**src/rtl/sua_pkg.sv**
```systemverilog
// ----------------------------------------------------------------------------
// sua_pkg
// Shared types, constants and lead byte decoding for the serial UTF-8
// character assembler.
// ----------------------------------------------------------------------------
package sua_pkg;

  localparam int unsigned CHAR_W            = 48;
  localparam int unsigned NBYTES_W          = 3;
  localparam int unsigned MSG_LEN_W         = 32;
  localparam int unsigned MAX_SEQ_BYTES_DEF = 6;
  localparam int unsigned COUNT_WIDTH_DEF   = 32;

  localparam logic [7:0] LEAD_MASK_6 = 8'd252;
  localparam logic [7:0] LEAD_MASK_5 = 8'd248;
  localparam logic [7:0] LEAD_MASK_4 = 8'd240;
  localparam logic [7:0] LEAD_MASK_3 = 8'd224;
  localparam logic [7:0] LEAD_MASK_2 = 8'd192;

  typedef struct packed {
    logic [CHAR_W-1:0]   char_bytes;
    logic [NBYTES_W-1:0] byte_count;
    logic                message_done;
  } sua_result_t;

  function automatic logic [NBYTES_W-1:0] lead_bytes(input logic [7:0]          lead,
                                                      input logic [NBYTES_W-1:0] max_bytes);
    logic [NBYTES_W-1:0] n;
    if ((lead & LEAD_MASK_6) == LEAD_MASK_6) begin
      n = 3'd6;
    end else if ((lead & LEAD_MASK_5) == LEAD_MASK_5) begin
      n = 3'd5;
    end else if ((lead & LEAD_MASK_4) == LEAD_MASK_4) begin
      n = 3'd4;
    end else if ((lead & LEAD_MASK_3) == LEAD_MASK_3) begin
      n = 3'd3;
    end else if ((lead & LEAD_MASK_2) == LEAD_MASK_2) begin
      n = 3'd2;
    end else begin
      n = 3'd1;
    end
    if (n > max_bytes) begin
      n = max_bytes;
    end
    return n;
  endfunction

endpackage

```
**src/rtl/sua_in_reg.sv**
```systemverilog
// ----------------------------------------------------------------------------
// sua_in_reg
// Input register: captures one received bit per transfer and holds it until
// the assembler core takes it.
// ----------------------------------------------------------------------------
module sua_in_reg
  import sua_pkg::*;
(
  input  logic clk_i,
  input  logic rst_ni,
  input  logic valid_i,
  output logic ready_o,
  input  logic bit_i,
  input  logic take_i,
  output logic valid_o,
  output logic bit_o
);

  logic valid_q, valid_d;
  logic bit_q, bit_d;

  assign ready_o = !valid_q || take_i;

  always_comb begin
    valid_d = valid_q;
    bit_d   = bit_q;
    if (ready_o) begin
      valid_d = valid_i;
      bit_d   = bit_i;
    end
  end

  always_ff @(posedge clk_i or negedge rst_ni) begin
    if (!rst_ni) begin
      valid_q <= 1'b0;
    end else begin
      valid_q <= valid_d;
    end
  end

  always_ff @(posedge clk_i) begin
    bit_q <= bit_d;
  end

  assign valid_o = valid_q;
  assign bit_o   = bit_q;

endmodule

```
**src/rtl/sua_core.sv**
```systemverilog
// ----------------------------------------------------------------------------
// sua_core
// Assembler core: shifts bits into the character buffer, decodes the lead
// byte, counts message bytes and produces one result per character.
// ----------------------------------------------------------------------------
module sua_core
  import sua_pkg::*;
#(
  parameter int unsigned MAX_SEQ_BYTES = MAX_SEQ_BYTES_DEF,
  parameter int unsigned COUNT_WIDTH   = COUNT_WIDTH_DEF
) (
  input  logic                 clk_i,
  input  logic                 rst_ni,
  input  logic                 step_i,
  input  logic                 bit_i,
  input  logic                 cfg_we_i,
  input  logic [MSG_LEN_W-1:0] cfg_data_i,
  output logic                 push_o,
  output sua_result_t          result_o
);

  localparam int unsigned BW    = MAX_SEQ_BYTES * 8;
  localparam int unsigned BC_W  = $clog2(BW + 1);
  localparam int unsigned IDX_W = $clog2(BW);
  localparam int unsigned CMP_W = (COUNT_WIDTH > MSG_LEN_W) ? COUNT_WIDTH : MSG_LEN_W;

  logic [BW-1:0]          buf_q, buf_d, buf_n;
  logic [BC_W-1:0]        bc_q, bc_d, bc_n, idx;
  logic [BC_W-1:0]        exp_q, exp_d, exp_n;
  logic [COUNT_WIDTH-1:0] total_q, total_d, total_sat;
  logic [COUNT_WIDTH:0]   total_sum;
  logic [MSG_LEN_W-1:0]   msg_len_q;
  logic [NBYTES_W-1:0]    nbytes;
  logic                   emit, done;

  always_comb begin
    buf_n = buf_q;
    bc_n  = bc_q;
    idx   = BC_W'(BW - 1) - bc_q;
    if (bc_q < BC_W'(BW)) begin
      buf_n[idx[IDX_W-1:0]] = bit_i;
      bc_n = bc_q + 1'b1;
    end

    exp_n = exp_q;
    emit  = 1'b0;
    if (bc_n == exp_q) begin
      if (exp_q == BC_W'(8)) begin
        exp_n = BC_W'({lead_bytes(buf_n[BW-1 -: 8], NBYTES_W'(MAX_SEQ_BYTES)), 3'b000});
      end
      emit = (bc_n == exp_n);
    end

    nbytes    = NBYTES_W'(bc_n >> 3);
    total_sum = {1'b0, total_q} + (COUNT_WIDTH + 1)'(nbytes);
    total_sat = total_sum[COUNT_WIDTH] ? '1 : total_sum[COUNT_WIDTH-1:0];
    done      = CMP_W'(total_sat) >= CMP_W'(msg_len_q);

    buf_d   = buf_q;
    bc_d    = bc_q;
    exp_d   = exp_q;
    total_d = total_q;
    if (step_i) begin
      if (emit) begin
        buf_d   = '0;
        bc_d    = '0;
        exp_d   = BC_W'(8);
        total_d = done ? '0 : total_sat;
      end else begin
        buf_d = buf_n;
        bc_d  = bc_n;
        exp_d = exp_n;
      end
    end
  end

  always_ff @(posedge clk_i or negedge rst_ni) begin
    if (!rst_ni) begin
      buf_q     <= '0;
      bc_q      <= '0;
      exp_q     <= BC_W'(8);
      total_q   <= '0;
      msg_len_q <= '0;
    end else begin
      buf_q   <= buf_d;
      bc_q    <= bc_d;
      exp_q   <= exp_d;
      total_q <= total_d;
      if (cfg_we_i) begin
        msg_len_q <= cfg_data_i;
      end
    end
  end

  assign push_o                = step_i && emit;
  assign result_o.char_bytes   = CHAR_W'(buf_n) << (CHAR_W - BW);
  assign result_o.byte_count   = nbytes;
  assign result_o.message_done = done;

endmodule

```
**src/rtl/sua_out_buf.sv**
```systemverilog
// ----------------------------------------------------------------------------
// sua_out_buf
// Result register with a skid stage: holds finished characters until the
// downstream side takes them.
// ----------------------------------------------------------------------------
module sua_out_buf
  import sua_pkg::*;
(
  input  logic        clk_i,
  input  logic        rst_ni,
  input  logic        push_i,
  input  sua_result_t data_i,
  output logic        ready_o,
  output logic        valid_o,
  input  logic        ready_i,
  output sua_result_t data_o
);

  sua_result_t out_q, out_d, skid_q, skid_d;
  logic        out_valid_q, out_valid_d, skid_valid_q, skid_valid_d;
  logic        pop;

  assign ready_o = !skid_valid_q;
  assign pop     = out_valid_q && ready_i;

  always_comb begin
    out_d        = out_q;
    skid_d       = skid_q;
    out_valid_d  = out_valid_q;
    skid_valid_d = skid_valid_q;
    if (skid_valid_q) begin
      if (pop) begin
        out_d        = skid_q;
        skid_valid_d = 1'b0;
      end
    end else if (push_i) begin
      if (!out_valid_q || pop) begin
        out_d       = data_i;
        out_valid_d = 1'b1;
      end else begin
        skid_d       = data_i;
        skid_valid_d = 1'b1;
      end
    end else if (pop) begin
      out_valid_d = 1'b0;
    end
  end

  always_ff @(posedge clk_i or negedge rst_ni) begin
    if (!rst_ni) begin
      out_valid_q  <= 1'b0;
      skid_valid_q <= 1'b0;
    end else begin
      out_valid_q  <= out_valid_d;
      skid_valid_q <= skid_valid_d;
    end
  end

  always_ff @(posedge clk_i) begin
    out_q  <= out_d;
    skid_q <= skid_d;
  end

  assign valid_o = out_valid_q;
  assign data_o  = out_q;

endmodule

```
**src/rtl/serial_utf8_char_assembler_unit.sv**
```systemverilog
// ----------------------------------------------------------------------------
// serial_utf8_char_assembler_unit
// Bit-serial UTF-8 character assembler: shifts bits into characters, emits
// each completed character with its byte count and flags message completion.
//
//   channel   dir  width  payload
//   s_axis    in   8      tdata[0] bit_value
//   m_axis    out  56+1   tdata char_bytes, byte_count; tuser message_done
//   cfg       in   32     message_length
//
// One bit per cycle sustained while the skid stage is not full. A result
// goes through the input register, then the result register, on its way out.
// Reset clears the buffer, counters and message length; no clearing pass.
// A two-entry result buffer decouples stalls; s_axis_tready drops only when
// the skid stage is full and the input register is occupied.
// ----------------------------------------------------------------------------
module serial_utf8_char_assembler_unit
  import sua_pkg::*;
#(
  parameter int unsigned MAX_SEQ_BYTES = MAX_SEQ_BYTES_DEF,
  parameter int unsigned COUNT_WIDTH   = COUNT_WIDTH_DEF
) (
  input  logic                 clk_i,
  input  logic                 rst_ni,
  input  logic                 s_axis_tvalid,
  output logic                 s_axis_tready,
  input  logic [7:0]           s_axis_tdata,   // [0] bit_value
  output logic                 m_axis_tvalid,
  input  logic                 m_axis_tready,
  output logic [55:0]          m_axis_tdata,   // [47:0] char_bytes, [50:48] byte_count
  output logic [0:0]           m_axis_tuser,   // [0] message_done
  input  logic                 cfg_valid_i,
  output logic                 cfg_ready_o,
  input  logic [MSG_LEN_W-1:0] cfg_data_i
);

  logic        in_valid, in_bit, out_ready, step, push;
  sua_result_t core_res, out_res;

  assign step        = in_valid && out_ready;
  assign cfg_ready_o = 1'b1;

  sua_in_reg u_in_reg (
    .clk_i   (clk_i),
    .rst_ni  (rst_ni),
    .valid_i (s_axis_tvalid),
    .ready_o (s_axis_tready),
    .bit_i   (s_axis_tdata[0]),
    .take_i  (out_ready),
    .valid_o (in_valid),
    .bit_o   (in_bit)
  );

  sua_core #(
    .MAX_SEQ_BYTES (MAX_SEQ_BYTES),
    .COUNT_WIDTH   (COUNT_WIDTH)
  ) u_core (
    .clk_i      (clk_i),
    .rst_ni     (rst_ni),
    .step_i     (step),
    .bit_i      (in_bit),
    .cfg_we_i   (cfg_valid_i),
    .cfg_data_i (cfg_data_i),
    .push_o     (push),
    .result_o   (core_res)
  );

  sua_out_buf u_out_buf (
    .clk_i   (clk_i),
    .rst_ni  (rst_ni),
    .push_i  (push),
    .data_i  (core_res),
    .ready_o (out_ready),
    .valid_o (m_axis_tvalid),
    .ready_i (m_axis_tready),
    .data_o  (out_res)
  );

  assign m_axis_tdata = {5'b0, out_res.byte_count, out_res.char_bytes};
  assign m_axis_tuser = out_res.message_done;

`ifndef ASSERT_OFF
  a_push_has_room: assert property (@(posedge clk_i) disable iff (!rst_ni)
    push |-> out_ready)
    else $error("result pushed into full output buffer");

  a_count_range: assert property (@(posedge clk_i) disable iff (!rst_ni)
    m_axis_tvalid |-> (m_axis_tdata[50:48] != 3'd0) &&
                      (m_axis_tdata[50:48] <= NBYTES_W'(MAX_SEQ_BYTES)))
    else $error("byte count out of range");

  a_stall_cause: assert property (@(posedge clk_i) disable iff (!rst_ni)
    !s_axis_tready |-> in_valid && !out_ready)
    else $error("input stalled without a full pipeline");
`endif

endmodule

```
**config.mk**
```make
export PLATFORM = sky130hd
export DESIGN_NAME = serial_utf8_char_assembler_unit
export DESIGN_NICKNAME = d
export VERILOG_FILES = /design/src/rtl/sua_pkg.sv /design/src/rtl/sua_in_reg.sv /design/src/rtl/sua_core.sv /design/src/rtl/sua_out_buf.sv /design/src/rtl/serial_utf8_char_assembler_unit.sv
export SDC_FILE = /design/constraint.sdc
export NUM_CORES = 1
export LEC_CHECK = 0
export BUFFER_PORTS_ARGS = -buffer_cell sky130_fd_sc_hd__clkbuf_2
export CAP_MARGIN = 20
export CORE_MARGIN = 3
export CORE_UTILIZATION = 33
export CTS_CLUSTER_DIAMETER = 120
export CTS_CLUSTER_SIZE = 20
export DETAILED_ROUTE_END_ITERATION = 6
export GPL_TIMING_DRIVEN = 0
export PLACE_DENSITY_LB_ADDON = 0.25
export SYNTH_ARGS = -nofsm -noshare
export SYNTH_HDL_FRONTEND = slang
export SYNTH_SLANG_ARGS = --single-unit
```
**constraint.sdc**
```tcl
create_clock -name clk_i -period 6.2 [get_ports clk_i]
set_input_delay 1.86 -clock clk_i [delete_from_list [all_inputs] [get_ports clk_i]]
set_output_delay 1.86 -clock clk_i [all_outputs]
set_load 0.02 [all_outputs]
```
=== After elaboration in Yosys (flattened, before gate mapping) ===
Cells that the tools add are included.

* Register bits after elaboration: 232
* Output and inout port bits: 60

* Bitwise gates (word level): 2
* Reduce and logical (&&, ||, !) cells: 18
* Magnitude comparators: 5
* Equal/unequal tests: 10
* Muxes and demuxes: 33
* $add $sub $neg: 3

{| class="wikitable"
|+ Operator list
! operator !! number
|-
| $mux W52 || 4
|-
| $mux W48 || 2
|-
| $mux W32 || 2
|-
| $bwmux W48 || 1
|-
| $mux W6 || 6
|-
| $add A32 B3 Y33 || 1
|-
| $ge A32 B32 Y1 || 1
|-
| $mux W3 || 7
|-
| $eq A6 B6 Y1 || 2
|-
| $mux W1 || 9
|-
| $reduce_and A3 Y1 || 3
|-
| $reduce_bool A2 Y1 || 4
|-
| $lt A6 B7 Y1 const B || 1
|-
| $add A6 B1 Y6 const B || 1
|-
| $demux W1 S6 || 1
|-
| $eq A6 B4 Y1 const B || 1
|-
| $eq A6 B6 Y1 const B || 1
|-
| $ge A6 B1 Y1 const B || 1
|-
| $lt A6 B6 Y1 const B || 1
|-
| $sub A6 B6 Y6 const A || 1
|-
| $eq A5 B5 Y1 const B || 1
|-
| $eq A4 B4 Y1 const B || 1
|-
| $logic_and A1 B1 Y1 || 4
|-
| $reduce_and A2 Y1 || 2
|-
| 9 further kinds || 13
|}

=== Depth between registers and ports, before layout ===
* Depth in word-level cells: 24
* Mapped depth: 25
* Depth with buffers taken out: 20

=== By module ===
Synthesis repeated with hierarchy kept, for this count alone.

* Cell total of the unflattened synthesis: 1113
* Area, all modules: 12010.3 sq um

{| class="wikitable"
|+ Modules (own cells, without submodules)
! module !! sequential area each (sq um) !! cells an instance !! area an instance (sq um) !! instances
|-
| sua_core || 3104.2 || 927 || 8010.2 || 1
|-
| sua_out_buf || 3173.0 || 173 || 3863.7 || 1
|-
| sua_in_reg || 55.1 || 4 || 77.6 || 1
|-
| serial_utf8_char_assembler_unit || 0.0 || 9 || 58.8 || 1
|}

=== Worst setup path after synthesis ===
Ideal clock, no wire load.

* Path kind: reg2reg
* Start point: register u_core.bc_q[4]
* End point: register u_out_buf.out_q, in the netlist u_out_buf.data_o[0] (data pin)
* Stages on the path, launching flop included: 25
* Path slack: 0.712 ns
* Data required time: 5.940 ns
* Data arrival time: 5.228 ns
* Library setup time: 0.260 ns
* Period minus slack after synthesis: 5.488 ns
* Buffers on the path: 7
* Cell sequence: dfrtp_1 buf_2 clkbuf_1 nand2_1 nand2_1 xnor2_1 ha_1 fa_1 a21oi_1 nor4_1 and2_0 clkbuf_1 nand2_1 clkbuf_1 clkbuf_1 nand2_1 ha_1 a211oi_1 nor3b_1 o31a_1 o21a_1 or4_1 clkbuf_1 clkbuf_1 mux2_2

{| class="wikitable"
|+ RTL lines
! item !! RTL line !! RTL
|-
| from (decl) || sua_core.sv:28 || <nowiki>logic [BC_W-1:0] bc_q, bc_d, bc_n, idx;</nowiki>
|-
| from (signal assigned) || sua_core.sv:80 || <nowiki>bc_q <= '0;</nowiki>
|-
| from (signal assigned) || sua_core.sv:86 || <nowiki>bc_q <= bc_d;</nowiki>
|-
| to (signal assigned) || sua_out_buf.sv:60 || <nowiki>out_q <= out_d;</nowiki>
|-
| to (decl) || sua_out_buf.sv:19 || <nowiki>sua_result_t out_q, out_d, skid_q, skid_d;</nowiki>
|}

==> flow_metrics.env <==
export IMPL_placed_area_sq_mm=0.0130
export IMPL_cp_data_required_time_ns=6.44
export IMPL_overflow=0
export IMPL_p_leak_nw=5.89
export IMPL_yosys_area_top_type="dfrtp_1"
export IMPL_core_area_sq_mm=0.0349
export IMPL_grt_pass1_vias=8299
export IMPL_grt_max_degree=81
export IMPL_crit_buf_inv=5
export IMPL_cp_top_family="compound AO/OA/AOI/OAI gates"
export IMPL_dp_hpwl_microns=20300
export IMPL_die_x_microns=195
export IMPL_htree_levels=1
export IMPL_cts_sinks=232
export IMPL_cts_tree="done"
export IMPL_fillers=3460
export IMPL_final_layout_size_suffix_gt1_share_pct=24.4
export IMPL_holdPathEnd="u_core.buf_q[11]$_DFFE_PN0P_"
export IMPL_synth_flop_cell="dfrtp_1"
export IMPL_numCtsBuffers=15
export IMPL_crit_fanout=10
export IMPL_synth_seq_cells=232
export IMPL_fin_area_sq_mm=0.0134
export IMPL_pwr_share_comb_pct=33.5
export IMPL_critPathKind="flip-flop to flip-flop"
export IMPL_yosys_top_cells_area="dfrtp_1 27%, edfxtp_1 27%, mux2_2 8.5%"
export IMPL_synth_top_area_share_pct=26.7
export IMPL_skew_ns=0.0223
export IMPL_syn_area_per_cell_sq_um=11.4
export IMPL_crit_path_top_delay_cell="or4_4"
export IMPL_r2r_end="u_out_buf.data_o[0]$_DFFE_PP_"
export IMPL_intPower_mw=2.91
export IMPL_yosysUniqueCellTypes=76
export IMPL_start_util_pct=33.8
export IMPL_netlist_area_sq_mm=0.0118
export IMPL_period_minus_slack_ns=6.00
export IMPL_antenna_found_initial=0
export IMPL_ir_drop_v=0.000194
export IMPL_worstMarginPinSlew_ns=0.873
export IMPL_max_slew_margin_pct=41.8
export IMPL_timing_final_crit_share_pct=96.8
export IMPL_clock_power_share_pct=22.2
export IMPL_drt_pass1_iter_count=7
export IMPL_async_reset_ff_share_pct=54.7
export IMPL_hold_depth=1
export IMPL_max_freq_ghz=0.167
export IMPL_nNetsFinal=1233
export IMPL_hold_class="flip-flop to flip-flop"
export IMPL_ant_nets=0
export IMPL_final_common_cell="dfrtp_1"
export IMPL_cp_arrival_ns=6.25
export IMPL_wl_per_cell_microns=17.9
export IMPL_powerDensity_mw_per_mm2=331
export IMPL_portBuffers=90
export IMPL_ios=105
export IMPL_cts_root_buf="clkbuf_16"
export IMPL_clk_latency_ns=0.50
export IMPL_ys_warn_count=0
export IMPL_synthCells=1034
export IMPL_clock_path_buffers=3
export IMPL_rows=68
export IMPL_grt_use_total_pct=14.9
export IMPL_vias=8331
export IMPL_detail_route_vias_per_cell=5.16
export IMPL_holdCritStartpoint="u_core.buf_q[11]$_DFFE_PN0P_"
export IMPL_layout_common_cells="126 x dfrtp_1, 111 x nand2_1, 105 x edfxtp_1"
export IMPL_crit_chain="buf_2 > clkbuf_2 > nand2_2 > nand2_1 > xnor2_2 > ha_1 > fa_1 > a21oi_4 > nor4_4 > and2_0 > clkbuf_2 > nand2_2 > clkbuf_4 > o21ai_0 > ha_1 > a21o_1 > a2111oi_2 > o31a_1 > a31oi_1 > or4_4 > clkbuf_2 > mux2_2"
export IMPL_switching_power_mw=1.54
export IMPL_status="finished, final reports clean"
export IMPL_slew_viol_final=0
export IMPL_seqPwrFrac_pct=44.2
export IMPL_synthToLayoutAreaGrowth_pct=14.0
export IMPL_maxCapViolCount=0
export IMPL_rrSetupSlack_ns=0.20
export IMPL_crit_path_end_kind="flip-flop"
export IMPL_drc_errors=0
export IMPL_insertedDiodeCount=0
export IMPL_grt_pass1_wl_microns=46300
export IMPL_p_total_mw=4.45
export IMPL_die_y_microns=195
export IMPL_dieArea_sq_mm=0.0381
export IMPL_holdWs_ns=0.507
export IMPL_p_sw_share_pct=34.6
export IMPL_clkTransAtPathRegs_ns=0.09
export IMPL_ys_seq_area_share_pct=53.7
export IMPL_rsz0062_at_grt="no"
export IMPL_ff2ff_path_depth=22
export IMPL_r2r_start="u_core.bc_q[4]$_DFFE_PN0P_"
export IMPL_drt_total_wl_microns=28800
export IMPL_cp_start_kind="flip-flop"
export IMPL_hold_violations=0
export IMPL_crit_top_cell="clkbuf_2"
export IMPL_synth_edff_count=105
export IMPL_finalWeightedCongestion=0.827
export IMPL_drt_iter0_drc=611
export IMPL_setup_viol=0
export IMPL_timing_critical_path_slowest_cell_delay_ns=0.54
[final cells by class]
class	instances	area [sq um]	area share (%)
Tap cell	455	569	4.23
Sequential cell	232	6330	47.1
Clock inverter	2	17.5	0.130
Buffer	70	357	2.65
Multi-Input combinational cell	696	5060	37.6
Clock buffer	23	405	3.01
Timing Repair Buffer	97	564	4.20
Inverter	39	146	1.09
[repair_timing]
item,4_1_cts,5_1_grt
pin swaps,0,1
hold buffers,0,0
setup endpoints to repair,34,34
gates resized for setup,13,10
setup buffers,0,0
[sequential cells by signal (all words and copies together) (netlist names)]
signal and cells:
u_out_buf.data_o 52, u_core.total_q 32, u_core.buf_q 48, u_out_buf.skid_q 52, u_out_buf.valid_o 1, u_core.bc_q 6, u_in_reg.bit_o 1, u_out_buf.skid_valid_q 1
u_core.msg_len_q 32, u_core.exp_q 6, u_in_reg.valid_o 1
[synth_stat cells (all sizes together) (29+ instances only)]
master	n
mux2	89
inv	39
ha	36
nand3	33
nor2	53
edfxtp	105
clkbuf	42
a22o	59
o21ai	62
dfrtp	126
nand2	113
buf	29
[worst reg2reg max path, stage by stage, from the launching register on]
cell       delay, ns
dfrtp_1         0.36
buf_2           0.18
clkbuf_2        0.24
nand2_2         0.18
nand2_1         0.11
xnor2_2         0.18
ha_1            0.25
fa_1            0.45
a21oi_4         0.27
nor4_4          0.08
and2_0          0.20
clkbuf_2        0.20
nand2_2         0.19
clkbuf_4        0.27
o21ai_0         0.14
ha_1            0.31
a21o_1          0.21
a2111oi_2       0.47
o31a_1          0.21
a31oi_1         0.11
or4_4           0.54
clkbuf_2        0.28
mux2_2          0.32
[routing by layer]
layer / GRT usage (%) / part of all wire (%)
met1: 22.1 / 49
met2: 23.5 / 45
met3: 2.07 / 4.4
met4: 3.04 / 1.8
met5: 0 / 0
[worst max-delay path by stage]
stage | start | endpoint | slack [ns] | cells past startpoint
after floorplan | u_core.bc_q[4]$_DFFE_PN0P_ | u_out_buf.data_o[0]$_DFFE_PP_ | 0.71 | 24
after global placement | u_core.bc_q[4]$_DFFE_PN0P_ | u_out_buf.data_o[0]$_DFFE_PP_ | -1.31 | 23
after detailed placement | u_core.bc_q[4]$_DFFE_PN0P_ | u_out_buf.data_o[0]$_DFFE_PP_ | -1.31 | 23
after CTS | u_core.bc_q[4]$_DFFE_PN0P_ | u_out_buf.data_o[0]$_DFFE_PP_ | 0.05 | 23
after global routing | u_core.bc_q[4]$_DFFE_PN0P_ | u_out_buf.data_o[0]$_DFFE_PP_ | 0.03 | 23
final | u_core.bc_q[4]$_DFFE_PN0P_ | u_out_buf.data_o[0]$_DFFE_PP_ | 0.20 | 22
[power by group through the flow]
stage                     sequential (mW)  clock (mW)  combinational [mW]
after global placement               2.00           0                1.44
after CTS                            1.96        1.03                1.50
after floorplan                      2.03           0               0.976
after global routing                 1.99        1.08                1.65
after detailed placement             1.99           0                1.48
final                                1.97       0.989                1.49
[cells by family (layout without fill, tap and decap cells)]
group	count (synthesis)	after routing	share of synthesized area, %
buf+inv	110	231	4.19
flops	232	232	53.7
xor+xnor	27	27	2.00
compound gates	237	237	14.8
mux	92	92	8.78
fa+ha+maj	37	37	3.99
simple gates	297	297	12.5
other cells	2	6	0.0637
[metrics by stage]
stage               setup TNS, ns  setup WS [ns]  utilization, %  instances
global placement           -85.50          -1.31            36.8       1583
finish                          0          0.197            38.6       1614
floorplan                       0          0.712               -       1038
global route                    0         0.0301            38.6       1614
CTS                             0         0.0514            38.5       1614
detailed placement         -36.50          -1.31            37.1       1590
(Power assumes the default switching activity.)
